<file path="config.mk">
export PLATFORM = sky130hd
export DESIGN_NAME = padded_integer_to_text_flat
export DESIGN_NICKNAME = d
export VERILOG_FILES = /design/src/design/pitt_pkg.sv /design/src/design/pitt_if.sv /design/src/design/padded_integer_to_text.sv /design/src/flat_wrapper.sv
export SDC_FILE = /design/constraint.sdc
export NUM_CORES = 1
export LEC_CHECK = 0
export BUFFER_PORTS_ARGS = -buffer_cell sky130_fd_sc_hd__buf_2
export CORE_MARGIN = 3
export CORE_UTILIZATION = 45
export DETAILED_ROUTE_END_ITERATION = 7
export PLACE_DENSITY = 0.61
export SYNTH_ARGS = -nofsm -noshare
export SYNTH_HDL_FRONTEND = slang
export SYNTH_SLANG_ARGS = --single-unit
</file>
<file path="constraint.sdc">
create_clock -name clk -period 13.6 [get_ports clk]
set_clock_uncertainty 0.05 [all_clocks]
set_input_delay 4.08 -clock clk [delete_from_list [all_inputs] [get_ports clk]]
set_output_delay 4.08 -clock clk [all_outputs]
set_load 0.1 [all_outputs]
</file>
<file path="src/design/pitt_pkg.sv">
// Package with constants, types and helpers for the integer-to-text formatter.
`timescale 1ns / 1ps
package pitt_pkg;
	localparam int VALUE_BITS = 16;
	localparam int MAX_WIDTH = 31;
	localparam int OUT_CAP = 32;
	localparam int DIGITS = 16;

	localparam logic [2:0] FUNC_SDEC = 3'd0;
	localparam logic [2:0] FUNC_UDEC = 3'd1;
	localparam logic [2:0] FUNC_OCT = 3'd2;
	localparam logic [2:0] FUNC_HEXL = 3'd3;
	localparam logic [2:0] FUNC_HEXU = 3'd4;
	localparam logic [2:0] FUNC_BIN = 3'd5;

	localparam logic [1:0] MASK_NONE = 2'd0;
	localparam logic [1:0] MASK_BYTE = 2'd1;
	localparam logic [1:0] MASK_HALF = 2'd2;

	localparam logic [6:0] CH_ZERO = 7'h30;
	localparam logic [6:0] CH_SPACE = 7'h20;
	localparam logic [6:0] CH_MINUS = 7'h2d;

	typedef struct packed {
		logic [15:0] value;
		logic [2:0] func;
		logic [1:0] size_mask;
		logic [4:0] field_width;
		logic left_justify;
		logic zero_fill;
	} in_item_t;

	typedef struct packed {
		logic [6:0] character;
		logic last;
	} out_item_t;

	// Digit character for a 4-bit digit value.
	function automatic logic [6:0] digit_char(input logic [3:0] d, input logic upper);
		logic [6:0] c;
		begin
			if (d < 4'd10) c = CH_ZERO + {3'd0, d};
			else if (upper) c = 7'h41 + {3'd0, d - 4'd10};
			else c = 7'h61 + {3'd0, d - 4'd10};
			return c;
		end
	endfunction
endpackage

</file>
<file path="src/design/pitt_if.sv">
// Valid/ready channel interfaces for the formatter.
`timescale 1ns / 1ps
interface pitt_in_if;
	logic valid;
	logic ready;
	pitt_pkg::in_item_t data;
	modport source (output valid, output data, input ready);
	modport sink (input valid, input data, output ready);
endinterface

interface pitt_out_if;
	logic valid;
	logic ready;
	pitt_pkg::out_item_t data;
	modport source (output valid, output data, input ready);
	modport sink (input valid, input data, output ready);
endinterface

</file>
<file path="src/design/padded_integer_to_text.sv">
// Top level of the padded integer-to-text formatter.
`timescale 1ns / 1ps
// Formats one 16-bit value as ASCII, one character per output transaction,
// with last set on the final character. An input transaction enters a
// pipeline: stage 1 applies sign and mask, stages 2 to 5 convert to digits
// (decimal takes one double-dabble digit group per stage: four stages of four
// shift steps), stage 6 counts digits and layout. The character serializer then
// sends 1 to 32 characters, one per cycle while the output is ready; the serializer
// sets the rate. The pipeline keeps moving while the serializer drains, holding
// only when its last stage is full.
module padded_integer_to_text (
	input logic clk,
	input logic arst_n,
	pitt_in_if.sink in_ch,
	pitt_out_if.source out_ch
);
	// base code: 0 dec, 1 oct, 2 hex, 3 bin
	localparam logic [1:0] BASE_DEC = 2'd0;
	localparam logic [1:0] BASE_OCT = 2'd1;
	localparam logic [1:0] BASE_HEX = 2'd2;
	localparam logic [1:0] BASE_BIN = 2'd3;

	// Stage 1: magnitude, base.
	logic v_s1; logic [15:0] mag_s1; logic [1:0] base_s1; logic neg_s1, up_s1;
	logic [4:0] w_s1; logic lj_s1, zf_s1;
	// Decimal conversion stages: bcd with remaining binary.
	logic v_s2, v_s3, v_s4, v_s5;
	logic [19:0] bcd_s2, bcd_s3, bcd_s4, bcd_s5;
	logic [15:0] bin_s2, bin_s3, bin_s4;
	logic [35:0] dd_last;
	logic [1:0] base_s2, base_s3, base_s4, base_s5;
	logic [3:0] misc_s2, misc_s3, misc_s4, misc_s5; // neg,up,lj,zf
	logic [4:0] w_s2, w_s3, w_s4, w_s5;
	// Stage 6: digits ready for serialization.
	logic v_s6; logic [3:0] dig_s6 [pitt_pkg::DIGITS]; logic [4:0] nd_s6;
	logic neg_s6, up_s6, lj_s6, zf_s6; logic [4:0] w_s6;

	logic adv6, adv5, adv4, adv3, adv2, adv1, busy, take;
	assign adv1 = !v_s1 || adv2;
	assign adv2 = !v_s2 || adv3;
	assign adv3 = !v_s3 || adv4;
	assign adv4 = !v_s4 || adv5;
	assign adv5 = !v_s5 || adv6;
	assign adv6 = !v_s6 || take;
	assign in_ch.ready = adv1;

	always_ff @(posedge clk or negedge arst_n) begin
		if (!arst_n) v_s1 <= 1'b0;
		else if (adv1) v_s1 <= in_ch.valid;
	end
	always_ff @(posedge clk) begin
		if (adv1 && in_ch.valid) begin
			logic [15:0] n; logic ng; logic [1:0] b; logic u;
			n = in_ch.data.value; ng = 1'b0;
			b = BASE_DEC; u = 1'b0;
			case (in_ch.data.func)
				pitt_pkg::FUNC_SDEC: if (n[15]) begin n = -n; ng = 1'b1; end
				pitt_pkg::FUNC_UDEC: ;
				pitt_pkg::FUNC_OCT: b = BASE_OCT;
				pitt_pkg::FUNC_HEXL: b = BASE_HEX;
				pitt_pkg::FUNC_HEXU: begin b = BASE_HEX; u = 1'b1; end
				pitt_pkg::FUNC_BIN: b = BASE_BIN;
				default: n = '0;
			endcase
			if (in_ch.data.size_mask == pitt_pkg::MASK_BYTE) n = {8'd0, n[7:0]};
			mag_s1 <= n; neg_s1 <= ng;
			base_s1 <= b; up_s1 <= u;
			w_s1 <= in_ch.data.field_width;
			lj_s1 <= in_ch.data.left_justify; zf_s1 <= in_ch.data.zero_fill;
		end
	end

	// Four double-dabble steps on (bcd,bin).
	function automatic logic [35:0] dd4(input logic [19:0] b, input logic [15:0] x);
		logic [35:0] r;
		begin
			r = {b, x};
			for (int s = 0; s < 4; s++) begin
				for (int k = 0; k < 5; k++)
					if (r[16+4*k +: 4] >= 4'd5) r[16+4*k +: 4] = r[16+4*k +: 4] + 4'd3;
				r = r << 1;
			end
			return r;
		end
	endfunction

	assign dd_last = dd4(bcd_s4, bin_s4);

	always_ff @(posedge clk or negedge arst_n) begin
		if (!arst_n) begin
			v_s2 <= 1'b0; v_s3 <= 1'b0; v_s4 <= 1'b0; v_s5 <= 1'b0;
		end else begin
			if (adv2) v_s2 <= v_s1;
			if (adv3) v_s3 <= v_s2;
			if (adv4) v_s4 <= v_s3;
			if (adv5) v_s5 <= v_s4;
		end
	end
	always_ff @(posedge clk) begin
		if (adv2) begin
			{bcd_s2, bin_s2} <= dd4(20'd0, mag_s1);
			base_s2 <= base_s1; w_s2 <= w_s1;
			misc_s2 <= {neg_s1, up_s1, lj_s1, zf_s1};
		end
		if (adv3) begin
			{bcd_s3, bin_s3} <= dd4(bcd_s2, bin_s2);
			base_s3 <= base_s2; w_s3 <= w_s2; misc_s3 <= misc_s2;
		end
		if (adv4) begin
			{bcd_s4, bin_s4} <= dd4(bcd_s3, bin_s3);
			base_s4 <= base_s3; w_s4 <= w_s3; misc_s4 <= misc_s3;
		end
		if (adv5) begin
			bcd_s5 <= dd_last[35:16];
			base_s5 <= base_s4; w_s5 <= w_s4; misc_s5 <= misc_s4;
		end
	end
	// After 16 shifts the original magnitude is gone from bin; rebuild it for
	// power-of-two bases by carrying it alongside.
	logic [15:0] raw_s2, raw_s3, raw_s4, raw_s5;
	always_ff @(posedge clk) begin
		if (adv2) raw_s2 <= mag_s1;
		if (adv3) raw_s3 <= raw_s2;
		if (adv4) raw_s4 <= raw_s3;
		if (adv5) raw_s5 <= raw_s4;
	end

	// Stage 6: digit list (least significant first) and digit count.
	always_ff @(posedge clk or negedge arst_n) begin
		if (!arst_n) v_s6 <= 1'b0;
		else if (adv6) v_s6 <= v_s5;
	end
	always_ff @(posedge clk) begin
		if (adv6) begin
			logic [4:0] n;
			n = 5'd1;
			for (int k = 0; k < pitt_pkg::DIGITS; k++) begin
				case (base_s5)
					BASE_DEC: dig_s6[k] <= (k < 5) ? bcd_s5[4*(k%5) +: 4] : 4'd0;
					BASE_OCT: dig_s6[k] <= (k < 6) ? {1'b0, 3'((raw_s5 >> (3*k)) & 16'h7)}
						: 4'd0;
					BASE_HEX: dig_s6[k] <= (k < 4) ? raw_s5[4*(k%4) +: 4] : 4'd0;
					default: dig_s6[k] <= {3'd0, raw_s5[k]};
				endcase
				case (base_s5)
					BASE_DEC: if (k < 5 && bcd_s5[4*(k%5) +: 4] != 4'd0) n = 5'(k + 1);
					BASE_OCT: if (k < 6 && ((raw_s5 >> (3*k)) & 16'h7) != 16'd0) n = 5'(k + 1);
					BASE_HEX: if (k < 4 && raw_s5[4*(k%4) +: 4] != 4'd0) n = 5'(k + 1);
					default: if (raw_s5[k]) n = 5'(k + 1);
				endcase
			end
			nd_s6 <= n; w_s6 <= w_s5;
			{neg_s6, up_s6, lj_s6, zf_s6} <= misc_s5;
		end
	end

	// Serializer: position counter over sign, pre-pad, digits, post-pad.
	logic [5:0] pos_q;
	logic [5:0] pre, total, p;
	logic [3:0] di;
	logic [6:0] ch;
	always_comb begin
		pre = (!lj_s6 && w_s6 > nd_s6) ? 6'(w_s6 - nd_s6) : 6'd0;
		total = {5'd0, neg_s6} + ((w_s6 > nd_s6) ? {1'b0, w_s6} : {1'b0, nd_s6});
		p = pos_q;
		di = '0;
		if (neg_s6 && p == 6'd0) ch = pitt_pkg::CH_MINUS;
		else begin
			p = p - {5'd0, neg_s6};
			if (p < pre) ch = zf_s6 ? pitt_pkg::CH_ZERO : pitt_pkg::CH_SPACE;
			else if (p < pre + {1'b0, nd_s6}) begin
				di = 4'(nd_s6 - 5'd1 - 5'(p - pre));
				ch = pitt_pkg::digit_char(dig_s6[di], up_s6);
			end else ch = pitt_pkg::CH_SPACE;
		end
	end
	assign out_ch.valid = v_s6;
	assign out_ch.data.character = ch;
	assign out_ch.data.last = (pos_q + 6'd1 == total);
	assign take = v_s6 && out_ch.ready && out_ch.data.last;
	assign busy = pos_q != 6'd0;

	always_ff @(posedge clk or negedge arst_n) begin
		if (!arst_n) pos_q <= '0;
		else if (v_s6 && out_ch.ready) pos_q <= out_ch.data.last ? 6'd0 : pos_q + 6'd1;
	end

`ifndef SYNTHESIS
	a_total: assert property (@(posedge clk) disable iff (!arst_n)
		v_s6 |-> pos_q < total) else $error("character position past end");
	a_idle: assert property (@(posedge clk) disable iff (!arst_n)
		busy |-> v_s6) else $error("position counter runs without an item");
	a_hold: assert property (@(posedge clk) disable iff (!arst_n)
		(v_s6 && !take) |=> v_s6) else $error("item dropped before its last character");
`endif
endmodule
</file>
<file path="src/flat_wrapper.sv">
// flat-port wrapper written by rule: the top's interface ports become plain ports
module padded_integer_to_text_flat 
  (clk, arst_n, in_ch_valid, in_ch_data, in_ch_ready, out_ch_valid, out_ch_data, out_ch_ready);
  pitt_in_if in_ch_i ();
  pitt_out_if out_ch_i ();
  input logic clk;
  input logic arst_n;
  input wire logic [$bits(in_ch_i.valid)-1:0] in_ch_valid;
  input wire logic [$bits(in_ch_i.data)-1:0] in_ch_data;
  output wire logic [$bits(in_ch_i.ready)-1:0] in_ch_ready;
  output wire logic [$bits(out_ch_i.valid)-1:0] out_ch_valid;
  output wire logic [$bits(out_ch_i.data)-1:0] out_ch_data;
  input wire logic [$bits(out_ch_i.ready)-1:0] out_ch_ready;
  assign in_ch_i.valid = in_ch_valid;
  assign in_ch_i.data = in_ch_data;
  assign in_ch_ready = in_ch_i.ready;
  assign out_ch_valid = out_ch_i.valid;
  assign out_ch_data = out_ch_i.data;
  assign out_ch_i.ready = out_ch_ready;
  padded_integer_to_text u_core (.clk(clk), .arst_n(arst_n), .in_ch(in_ch_i), .out_ch(out_ch_i));
endmodule
</file>
==> results.cfg <==
[setup_path]
crit_path_start_kind = flip-flop
cp.depth = 18
critical_path_required_ns = 9.47
endpoint_kind = output pin
cp-startpoint = u_core.nd_s6[3]$_DFFE_PN_
worst_path_max_delay_cell = sky130_fd_sc_hd__nor3_1
max_stage_delay_ns = 0.62
worstRegToRegCells = 18
timing.critical_path.fanout_max = 7
endpoint = out_ch_data[3]
crit-reg2reg-launch = u_core.nd_s6[3]$_DFFE_PN_
arrival_ns = 6.33
crit-reg2reg-capture = u_core.bcd_s4[13]$_DFFE_PP_
cp.buffers_inverters = 3
critical_path.cell_chain = inv_1 > ha_1 > nand3_1 > and3b_1 > nor3_1 > nand2_1 > inv_1 > fa_1 > ha_1 > fa_1 > xnor2_1 > xnor2_1 > mux4_2 > ha_1 > xnor2_1 > a21oi_1 > o21ai_0 > buf_2
cpLargestDelayFamily = adder cells
critPathKind = reg2out
reg2reg_setup_slack_ns = 8.21

[die]
die_w_um = 183
die-area_um2 = 33400
core_um2 = 30700
std_cell_rows = 64
die_h_um = 183
io_pins = 42
initial_standard_cell_utilization_of_the_core_pct = 45.8

[pwr]
power.share.clock_pct = 27.5
power.density_nw_per_um2 = 169
netSwitchingFraction_pct = 35.6
internal-power_mw = 1.69
leakage_power_of_the_design_nw = 6.07
power_frac_comb_pct = 37.4
seqPwrFrac_pct = 35.2
ir_drop_mv = 0.199
switching_power_mw = 0.933

[sta]
setup_total_negative_slack_ns = 0
period_needed_ns = 10.46
achievable-frequency_ghz = 0.0956
max_slew.worst_pin.slew_ns = 1.08
number_of_pins_with_negative_max_slew_slack_in_the_final_report = 0
max_slew_margin_pct = 28.1
layout_worst_path_cycle_share_pct = 76.9
final-hold-violation-count = 0
rsz0062_at_grt = no
fin_worst_hold_slack_ns = 0.361
setup_viol = 0

[placed_design]
hpwl_um = 18900
place.gp.congestion = 0.862
io_buffers = 41

[logic_synthesis]
mappedNetlistNets = 1396
synth-edff-count = 226
async_set_reset_flop_share_out_of_synthesis_pct = 5.04
syn_avg_cell_area_um2 = 11.2
yosys.area.top_type_share_pct = 48.3
syn_area_um2 = 14000
sequential_area_share_after_synthesis_pct = 50.5
syn-instance-count = 1253
synth-main-ff-cell = sky130_fd_sc_hd__edfxtp_1
synth_area_leaders = sky130_fd_sc_hd__edfxtp_1 48%, sky130_fd_sc_hd__ha_1 9.4%, sky130_fd_sc_hd__mux2i_1 3.4%
ys_ff_latch = 238
yosys.cell_types.count = 71
ys.warnings.count = 0
synth.largest_area_cell = sky130_fd_sc_hd__edfxtp_1

[clock_network]
cts_resized = 0
tritoncts = built
maximum_clock_insertion_buffer_count = 3
cts.htree.levels = 1
numClockSinks = 238
hold_buffers = 0
clock_pin_slew_worst_setup_and_hold_paths_ns = 0.06
clk-insertion-delay-late_ns = 0.54
post-cts-setup-buffers = 0
cts-buffers-inserted = 27
cts_root_buffer = sky130_fd_sc_hd__clkbuf_16

[route]
remaining_drc_errors = 0
m1WireLength_um = 12100
postRouteAntennaNets = 0
topRoutingLayerUsed = met4
drtPass1Iterations = 5
wl_met2_um = 11700
routed_wire_length_per_instance_um = 15.0
drt_first_iter_violations = 601
post_drt_via_cell_ratio = 5.37
drt-total-wl_um = 25600
dr_wl_met3_um = 1300
dr_total_vias = 9206

[finish]
nNetsFinal = 1441
postLayoutCoreUtil_pct = 50.8
layout_commonest_cell = sky130_fd_sc_hd__edfxtp_1
post_route_cells_drive_above_1_share_pct = 10.3
antenna_cells = 0
layout_common_cells = 226 x sky130_fd_sc_hd__edfxtp_1, 109 x sky130_fd_sc_hd__nand2_1, 105 x sky130_fd_sc_hd__ha_1
layout_overhead_on_the_synthesized_area_pct = 10.9
layout.filler_cells = 2686

[grt]
grt_max_degree = 48
first_global_vias = 8931
grt.total_usage_pct = 15.4
antenna_violations_before_repair = 0
grt_pass1_wl_um = 42900
global_route.overflow_total = 0

[status]
run_status = finished clean

[min_path]
hp-class = reg2reg

[job]
max-cap-violations = 0
## flip-flops by register name, indices dropped and copies added, names as in the netlist, 4 cells and up
register and cells:
u_core.misc_s2 4, u_core.nd_s6 5, u_core.misc_s4 4, u_core.pos_q 6, u_core.bcd_s2 4, u_core.w_s3 5
u_core.bcd_s4 15, u_core.w_s6 5, u_core.w_s4 5, u_core.dig_s6 31, u_core.misc_s5 4, u_core.bcd_s3 9
u_core.w_s2 5, u_core.raw_s3 16, u_core.raw_s4 15, u_core.misc_s3 4, u_core.mag_s1 16, u_core.bcd_s5 20
u_core.w_s5 5, u_core.raw_s2 16, u_core.w_s1 5, u_core.raw_s5 15
## Yosys cell counts, types with 3 or more instances
master / number
sky130_fd_sc_hd__a211oi_1: 9
sky130_fd_sc_hd__a21bo_2: 4
sky130_fd_sc_hd__a21boi_0: 12
sky130_fd_sc_hd__a21o_1: 32
sky130_fd_sc_hd__a21oi_1: 84
sky130_fd_sc_hd__a31oi_1: 3
sky130_fd_sc_hd__and2_1: 13
sky130_fd_sc_hd__buf_2: 4
sky130_fd_sc_hd__clkbuf_1: 25
sky130_fd_sc_hd__dfrtp_1: 12
sky130_fd_sc_hd__edfxtp_1: 226
sky130_fd_sc_hd__fa_1: 6
sky130_fd_sc_hd__ha_1: 105
sky130_fd_sc_hd__inv_1: 100
sky130_fd_sc_hd__mux2_2: 18
sky130_fd_sc_hd__mux2i_1: 48
sky130_fd_sc_hd__mux4_2: 8
sky130_fd_sc_hd__nand2_1: 109
sky130_fd_sc_hd__nand2b_1: 40
sky130_fd_sc_hd__nand3_1: 17
sky130_fd_sc_hd__nand3b_1: 5
sky130_fd_sc_hd__nand4_1: 3
sky130_fd_sc_hd__nand4b_1: 3
sky130_fd_sc_hd__nor2_1: 60
sky130_fd_sc_hd__nor2b_1: 22
sky130_fd_sc_hd__nor3_1: 23
sky130_fd_sc_hd__nor3b_1: 19
sky130_fd_sc_hd__nor4_1: 12
sky130_fd_sc_hd__o211ai_1: 6
sky130_fd_sc_hd__o21a_1: 12
sky130_fd_sc_hd__o21ai_0: 76
sky130_fd_sc_hd__o21bai_1: 3
sky130_fd_sc_hd__o22ai_1: 4
sky130_fd_sc_hd__o311ai_0: 4
sky130_fd_sc_hd__o31ai_1: 8
sky130_fd_sc_hd__or3_1: 9
sky130_fd_sc_hd__xnor2_1: 44
sky130_fd_sc_hd__xor2_1: 17
## stage by stage
| stage | power (mW) | worst slack [ns] | std cells | instance area (um^2) |
|---|---|---|---|---|
| global placement | 1.90 | 3.67 | 1665 | 14700 |
| CTS | 2.65 | 3.09 | 1714 | 15600 |
| finish | 2.62 | 3.14 | 1714 | 15600 |
| detailed placement | 1.92 | 3.68 | 1665 | 14700 |
| floorplan | 1.74 | 2.75 | 1253 | 14000 |
| global route | 2.79 | 2.73 | 1714 | 15600 |
## power by group through the flow
stage / clock (mW) / sequential, mW / combinational [mW]
2_1_floorplan: 0 / 0.916 / 0.828
4_1_cts: 0.743 / 0.923 / 0.987
5_1_grt: 0.771 / 0.929 / 1.09
3_5_place_dp: 0 / 0.938 / 0.981
6_report: 0.721 / 0.923 / 0.980
3_3_place_gp: 0 / 0.937 / 0.960
## area by class of cell
cell class | count | area [um^2] | area share (%)
well taps | 396 | 495 | 3.18
flip-flops and latches | 238 | 7090 | 45.5
repair buffers | 49 | 265 | 1.70
multi-input cells | 882 | 6450 | 41.4
inverters | 100 | 375 | 2.41
clock inverters | 19 | 209 | 1.34
clock buffers | 30 | 687 | 4.41
## how the worst min path moves through the flow
stage | startpoint | endpoint | slack (ns) | cells after the start
2_1_floorplan | u_core.base_s1[0]$_SDFFCE_PN0P_ | u_core.base_s2[0]$_DFFE_PP_ | 0.35 | 0
3_3_place_gp | u_core.raw_s4[6]$_DFFE_PP_ | u_core.raw_s5[6]$_DFFE_PP_ | 0.35 | 0
3_5_place_dp | u_core.misc_s2[0]$_DFFE_PP_ | u_core.misc_s3[0]$_DFFE_PP_ | 0.35 | 0
4_1_cts | u_core.raw_s2[2]$_DFFE_PP_ | u_core.raw_s3[2]$_DFFE_PP_ | 0.36 | 0
5_1_grt | u_core.raw_s3[10]$_DFFE_PP_ | u_core.raw_s4[10]$_DFFE_PP_ | 0.37 | 0
6_report | u_core.raw_s2[2]$_DFFE_PP_ | u_core.raw_s3[2]$_DFFE_PP_ | 0.36 | 0
## cell families (layout without fill, tap and decap cells)
kind of cell / count (synthesis) / count (layout) / share of synthesized area, %
adders and majority gates: 111 / 111 / 10.2
xor gates and xnor gates: 61 / 61 / 3.81
buffers and inverters: 133 / 198 / 3.72
DFF: 238 / 238 / 50.5
and+or+nand+nor: 351 / 351 / 12.8
muxes: 74 / 74 / 6.15
AOI/OAI and AO/OA: 285 / 285 / 12.8
## layer usage
| metal | up-vias | GRT usage (%) |
|---|---|---|
| li1 | 4670 | - |
| met1 | 4290 | 21.1 |
| met2 | 204 | 25.4 |
| met3 | 42 | 2.53 |
| met4 | 0 | 4.17 |
| met5 | - | 0 |
## worst register-to-register path, delay by kind of cell (launching register included)
| kind | cells | cell delay (ns) |
|---|---|---|
| adder cells (fa/ha/maj) | 3 | 0.90 |
| buffers and inverters | 3 | 0.86 |
| AND/OR/NAND/NOR | 6 | 1.64 |
| XOR/XNOR | 2 | 0.35 |
| AO/OA/AOI/OAI | 4 | 0.71 |
| flip-flops | 1 | 0.49 |
No activity file was read; power rests on OpenSTA's default activity.
